`src/design/fwrm_pkg.sv`:
```
// fwrm_pkg: shared types and constants for the firewall rule range match table
// used by fwrm_ctrl, fwrm_datapath and firewall_rule_range_match_table
`timescale 1ns / 1ps
`default_nettype none

package fwrm_pkg;

   localparam int OP_W      = 2;
   localparam int IP_W      = 32;
   localparam int PORT_W    = 16;
   localparam int STATUS_W  = 3;
   localparam int HIT_OUT_W = 7;

   typedef enum logic [OP_W-1:0] {
      OP_ADD    = 2'd0,
      OP_DELETE = 2'd1,
      OP_CHECK  = 2'd2
   } op_type;

   typedef enum logic [STATUS_W-1:0] {
      ST_ADDED     = 3'd0,
      ST_FULL      = 3'd1,
      ST_INVALID   = 3'd2,
      ST_DELETED   = 3'd3,
      ST_NOT_FOUND = 3'd4,
      ST_ACCEPTED  = 3'd5,
      ST_REJECTED  = 3'd6
   } status_type;

   typedef enum logic [2:0] {
      S_IDLE,
      S_DECODE,
      S_SCAN,
      S_SHIFT,
      S_DONE
   } ctrl_state_type;

   typedef struct packed {
      logic [OP_W-1:0]   op;
      logic [IP_W-1:0]   range_ip_start;
      logic [IP_W-1:0]   range_ip_end;
      logic [PORT_W-1:0] range_port_start;
      logic [PORT_W-1:0] range_port_end;
      logic [IP_W-1:0]   query_ip;
      logic [PORT_W-1:0] query_port;
   } req_type;

   // controller to datapath
   typedef struct packed {
      logic       capture;
      logic       do_add;
      logic       scan_start;
      logic       scan_step;
      logic       hit_write;
      logic       shift_start;
      logic       shift_step;
      logic       shift_write;
      logic       total_dec;
      logic       finish;
      status_type status;
      logic       rsp_load;
   } cmd_type;

   // datapath to controller
   typedef struct packed {
      logic [OP_W-1:0] op;
      logic            well_formed;
      logic            table_empty;
      logic            table_full;
      logic            hit;
      logic            scan_last;
      logic            top_now;
      logic            top_next;
      logic            rsp_busy;
   } flag_type;

endpackage

`default_nettype wire

```
`src/design/fwrm_ctrl.sv`:
```
// fwrm_ctrl: sequencing state machine for add, delete and check transactions
// depends on fwrm_pkg; drives fwrm_datapath through cmd_type
`timescale 1ns / 1ps
`default_nettype none

module fwrm_ctrl (
   input  wire logic              clock,
   input  wire logic              reset,
   input  wire logic              req_valid,
   output logic                   req_ready,
   input  wire fwrm_pkg::flag_type flags,
   output fwrm_pkg::cmd_type      cmd
);
   import fwrm_pkg::*;

   ctrl_state_type state_ff;
   ctrl_state_type state_in;

   always_ff @(posedge clock) begin
      if (reset) begin
         state_ff <= S_IDLE;
      end else begin
         state_ff <= state_in;
      end
   end

   always_comb begin
      state_in   = state_ff;
      cmd        = '0;
      cmd.status = ST_INVALID;
      req_ready  = 1'b0;
      case (state_ff)
         S_IDLE: begin
            req_ready   = ~reset;
            cmd.capture = req_valid & ~reset;
            if (req_valid) begin
               state_in = S_DECODE;
            end
         end
         S_DECODE: begin
            state_in = S_DONE;
            case (flags.op)
               OP_ADD: begin
                  cmd.finish = 1'b1;
                  if (!flags.well_formed) begin
                     cmd.status = ST_INVALID;
                  end else if (flags.table_full) begin
                     cmd.status = ST_FULL;
                  end else begin
                     cmd.do_add = 1'b1;
                     cmd.status = ST_ADDED;
                  end
               end
               OP_DELETE: begin
                  if (flags.table_empty) begin
                     cmd.finish = 1'b1;
                     cmd.status = ST_NOT_FOUND;
                  end else if (!flags.well_formed) begin
                     cmd.finish = 1'b1;
                     cmd.status = ST_INVALID;
                  end else begin
                     cmd.scan_start = 1'b1;
                     state_in       = S_SCAN;
                  end
               end
               OP_CHECK: begin
                  if (flags.table_empty) begin
                     cmd.finish = 1'b1;
                     cmd.status = ST_REJECTED;
                  end else begin
                     cmd.scan_start = 1'b1;
                     state_in       = S_SCAN;
                  end
               end
               default: begin
                  cmd.finish = 1'b1;
                  cmd.status = ST_INVALID;
               end
            endcase
         end
         S_SCAN: begin
            if (flags.hit) begin
               if (flags.op == OP_CHECK) begin
                  cmd.hit_write = 1'b1;
                  cmd.finish    = 1'b1;
                  cmd.status    = ST_ACCEPTED;
                  state_in      = S_DONE;
               end else if (flags.top_now) begin
                  cmd.total_dec = 1'b1;
                  cmd.finish    = 1'b1;
                  cmd.status    = ST_DELETED;
                  state_in      = S_DONE;
               end else begin
                  cmd.shift_start = 1'b1;
                  state_in        = S_SHIFT;
               end
            end else if (flags.scan_last) begin
               cmd.finish = 1'b1;
               cmd.status = (flags.op == OP_CHECK) ? ST_REJECTED : ST_NOT_FOUND;
               state_in   = S_DONE;
            end else begin
               cmd.scan_step = 1'b1;
            end
         end
         S_SHIFT: begin
            cmd.shift_write = 1'b1;
            if (flags.top_next) begin
               cmd.total_dec = 1'b1;
               cmd.finish    = 1'b1;
               cmd.status    = ST_DELETED;
               state_in      = S_DONE;
            end else begin
               cmd.shift_step = 1'b1;
            end
         end
         S_DONE: begin
            if (!flags.rsp_busy) begin
               cmd.rsp_load = 1'b1;
               state_in     = S_IDLE;
            end
         end
         default: begin
            state_in = S_IDLE;
         end
      endcase
   end

endmodule

`default_nettype wire

```
`config.mk`:
```
export PLATFORM = sky130hd
export DESIGN_NAME = fwrm_ctrl
export DESIGN_NICKNAME = d
export VERILOG_FILES = /design/src/design/fwrm_pkg.sv /design/src/design/fwrm_ctrl.sv
export SDC_FILE = /design/constraint.sdc
export NUM_CORES = 1
export LEC_CHECK = 0
export ABC_CLOCK_PERIOD_IN_PS = 1420
export BUFFER_PORTS_ARGS = -buffer_cell sky130_fd_sc_hd__buf_2
export CAP_MARGIN = 20
export CORE_MARGIN = 3
export CORE_UTILIZATION = 45
export DETAILED_ROUTE_END_ITERATION = 8
export PLACE_DENSITY = 0.78
export SLEW_MARGIN = 20
export SYNTH_ARGS = -nofsm -noshare
export SYNTH_HDL_FRONTEND = slang
export SYNTH_SLANG_ARGS = --single-unit
```
`constraint.sdc`:
```
create_clock -name clock -period 1.42 [get_ports clock]
set_input_delay 0.142 -clock clock [delete_from_list [all_inputs] [get_ports clock]]
set_output_delay 0.142 -clock clock [all_outputs]
set_load 0.02 [all_outputs]
```
==> impl_metrics.toml <==
[status]
status = "finished, violations left"
violations = "negative setup slack"

[timing]
hold_violations = 0
post-route-min-period_ns = 1.73
finalCritPeriodShare_pct = 122
drv_slew = 0
finClkSkew_ns = 0.00316
worst_pin_slew_ns = 0.423
max_freq_mhz = 576
tns_ns = -1.90
setup_ws_ns = -0.315
setup_viol = 14
rsz0062_at_grt = "yes"
slew_headroom_pct = 71.7

[synth]
synth_top_cell_by_area = "ha_1"
syn_nets = 93
synth_flop_cell = "dfxtp_1"
yosys_warnings = 0
ys_types = 38
ys_seq_area_share_pct = 10.2
synth_seq_cells = 3
async_reset_ff_share_pct = 0
syn-instance-count = 74
synth_edf_count = 0
synthTopCellsByArea = "ha_1, dfxtp_1, a21oi_1"
syn_area_um2 = 588
synth_top_area_share_pct = 12.8
syn_area_per_cell_um2 = 7.95

[power_and_ir_drop]
pwr_density_cell_nw_per_um2 = 535
irDropWorstVdd_v = 0.000681
leakage_nw = 0.525
fin_total_pwr_w = 0.000611

[critical_path]
worst-path-max-fanout = 6
critPathArrivalTime_ns = 1.59
endpoint_kind = "primary output"
r2r-start = "state_ff[0]"
r2r_end = "state_ff[0]"
r2r_cells = 7
path_class = "reg -> out"
cp.required_ns = 1.28
r2r_slack_ns = -0.13
start_kind = "flip-flop"

[route]
wl_per_cell_um = 23.7
routed_wl_um = 3240
vias = 917
vias_per_cell = 6.69
route.detailed.drc = 0
drt_first_pass_iters = 4
antenna_left = 0
drt_iter0_markers = 95

[clocking]
clk_latency_ns = 0.23
root_buffer = "clkbuf_4"
htreeDepth = 1
cts_sinks = 3
clk_pin_slew_ns = 0.04
cts_tree = "built"
cts_made_buffers = 3
cts_max_path_buffers = 2

[cells_and_area]
reg.largest.list = "state_ff x3"
final_cell_mix = "buf_4, buf_2, buf_6, inv_1, ha_1"
largest_register = "state_ff"
nFillCells = 18
drive_above_1_share_pct = 70.7
largest_register_ffs = 3
multi_input_area_um2 = 642
fin_area_um2 = 1140
regArea_um2 = 66.3
final_common_cell = "buf_4"
diodes = 0
final_nets = 143
layout.cells.non_filler = 137
areaGrowthSynthToFinish_pct = 94.0

[placed_design]
place_area_um2 = 825
place_inst = 124
gp_congestion = 0.812
dp_hpwl_um = 1500
dpl_worst_slack_ns = -0.218
io_buffers = 27

[min_path]
min_from = "reset"
hold_path.class = "in -> reg"
hold_end = "state_ff[2]"
min_path_cells = 2

[global_route]
grt_usage_pct = 23.6
grt-ovfl-total = 0
grt_pass1_vias = 774
antenna_found_initial = 0
grt_pass1_wl_um = 3290
grt_max_degree = 9

[floorplanning]
fp.coreArea_um2 = 1170
die_height_um = 42.2
initial_utilization_pct = 50.2
ioPinCount = 28
die_w_um = 42.2
die_area_um2 = 1780
num_rows = 12

[flow_run]
max-cap-violations = 0
-- logic make-up after synthesis --
| logic type | count (synthesis) | synth area share (%) |
|---|---|---|
| buffers and inverters | 10 | 9.79 |
| AND/OR/NAND/NOR | 30 | 36.2 |
| multiplexers | 1 | 1.70 |
| AO/OA/AOI/OAI | 24 | 29.4 |
| flip-flops | 3 | 10.2 |
| adder cells (fa/ha/maj) | 6 | 12.8 |
-- per-layer routing --
| metal | vias up | wire [um] | GRT usage, % |
|---|---|---|---|
| li1 | 380 | - | - |
| met3 | 24 | 329 | 3.86 |
| met2 | 97 | 1540 | 41.4 |
| met5 | - | 0 | 0 |
| met1 | 416 | 1190 | 26.8 |
| met4 | 0 | 187 | 13.0 |
-- Yosys cell counts, drive strengths merged (2+ instances only) --
master,instances
nor2,7
nor3b,4
a21oi,7
ha,6
nor4,2
nand3,2
buf,3
inv,6
o31ai,3
nand2,3
o21ai,3
a221oi,2
nor2b,2
dfxtp,3
and2,2
-- through the flow --
step,hold WS [ns],utilization [%]
after floorplan,0.214,-
after global placement,0.371,70.4
after detailed placement,0.374,70.4
after CTS,0.139,79.8
after global routing,0.153,97.4
final,0.153,97.4
-- critical path, cell delays in order (launching register included) --
cell and delay [ns]:
dfxtp_2 0.33, buf_6 0.14, nor3b_4 0.27, buf_4 0.18
nand3_2 0.09, nor2_2 0.20, buf_6 0.14
-- worst max-delay path by stage --
stage                      startpoint  endpoint  slack [ns]  cells after the start
final                     state_ff[1]   cmd[12]       -0.31                      6
after CTS                 state_ff[1]    cmd[2]       -0.23                      4
after floorplan           state_ff[2]   cmd[13]       -0.06                      3
after global routing      state_ff[1]   cmd[12]       -0.38                      6
after global placement       flags[8]    cmd[2]       -0.16                      6
after detailed placement     flags[8]    cmd[2]       -0.22                      6
-- power by group --
| group | total [W] | switching [W] | internal, W |
|---|---|---|---|
| clock network | 0.000153 | 0.0000472 | 0.000106 |
| logic | 0.000359 | 0.000196 | 0.000163 |
| registers | 0.0000990 | 0.00000892 | 0.0000901 |
| total | 0.000611 | 0.000253 | 0.000358 |
-- what timing repair did --
item                       4_1_cts  5_1_grt
pin swaps                        7       12
gates cloned                     0        0
gates resized for setup         22       36
setup buffers                    4        9
setup endpoints to repair       14       16
hold buffers                     0        0
-- area by class of cell --
cell class	count	area share (%)
Clock buffer	4	2.30
Inverter	6	1.97
Multi-Input combinational cell	61	56.3
Sequential cell	3	5.81
Tap cell	14	1.54
Timing Repair Buffer	49	32.1
No activity file was read; power rests on OpenSTA's default activity.
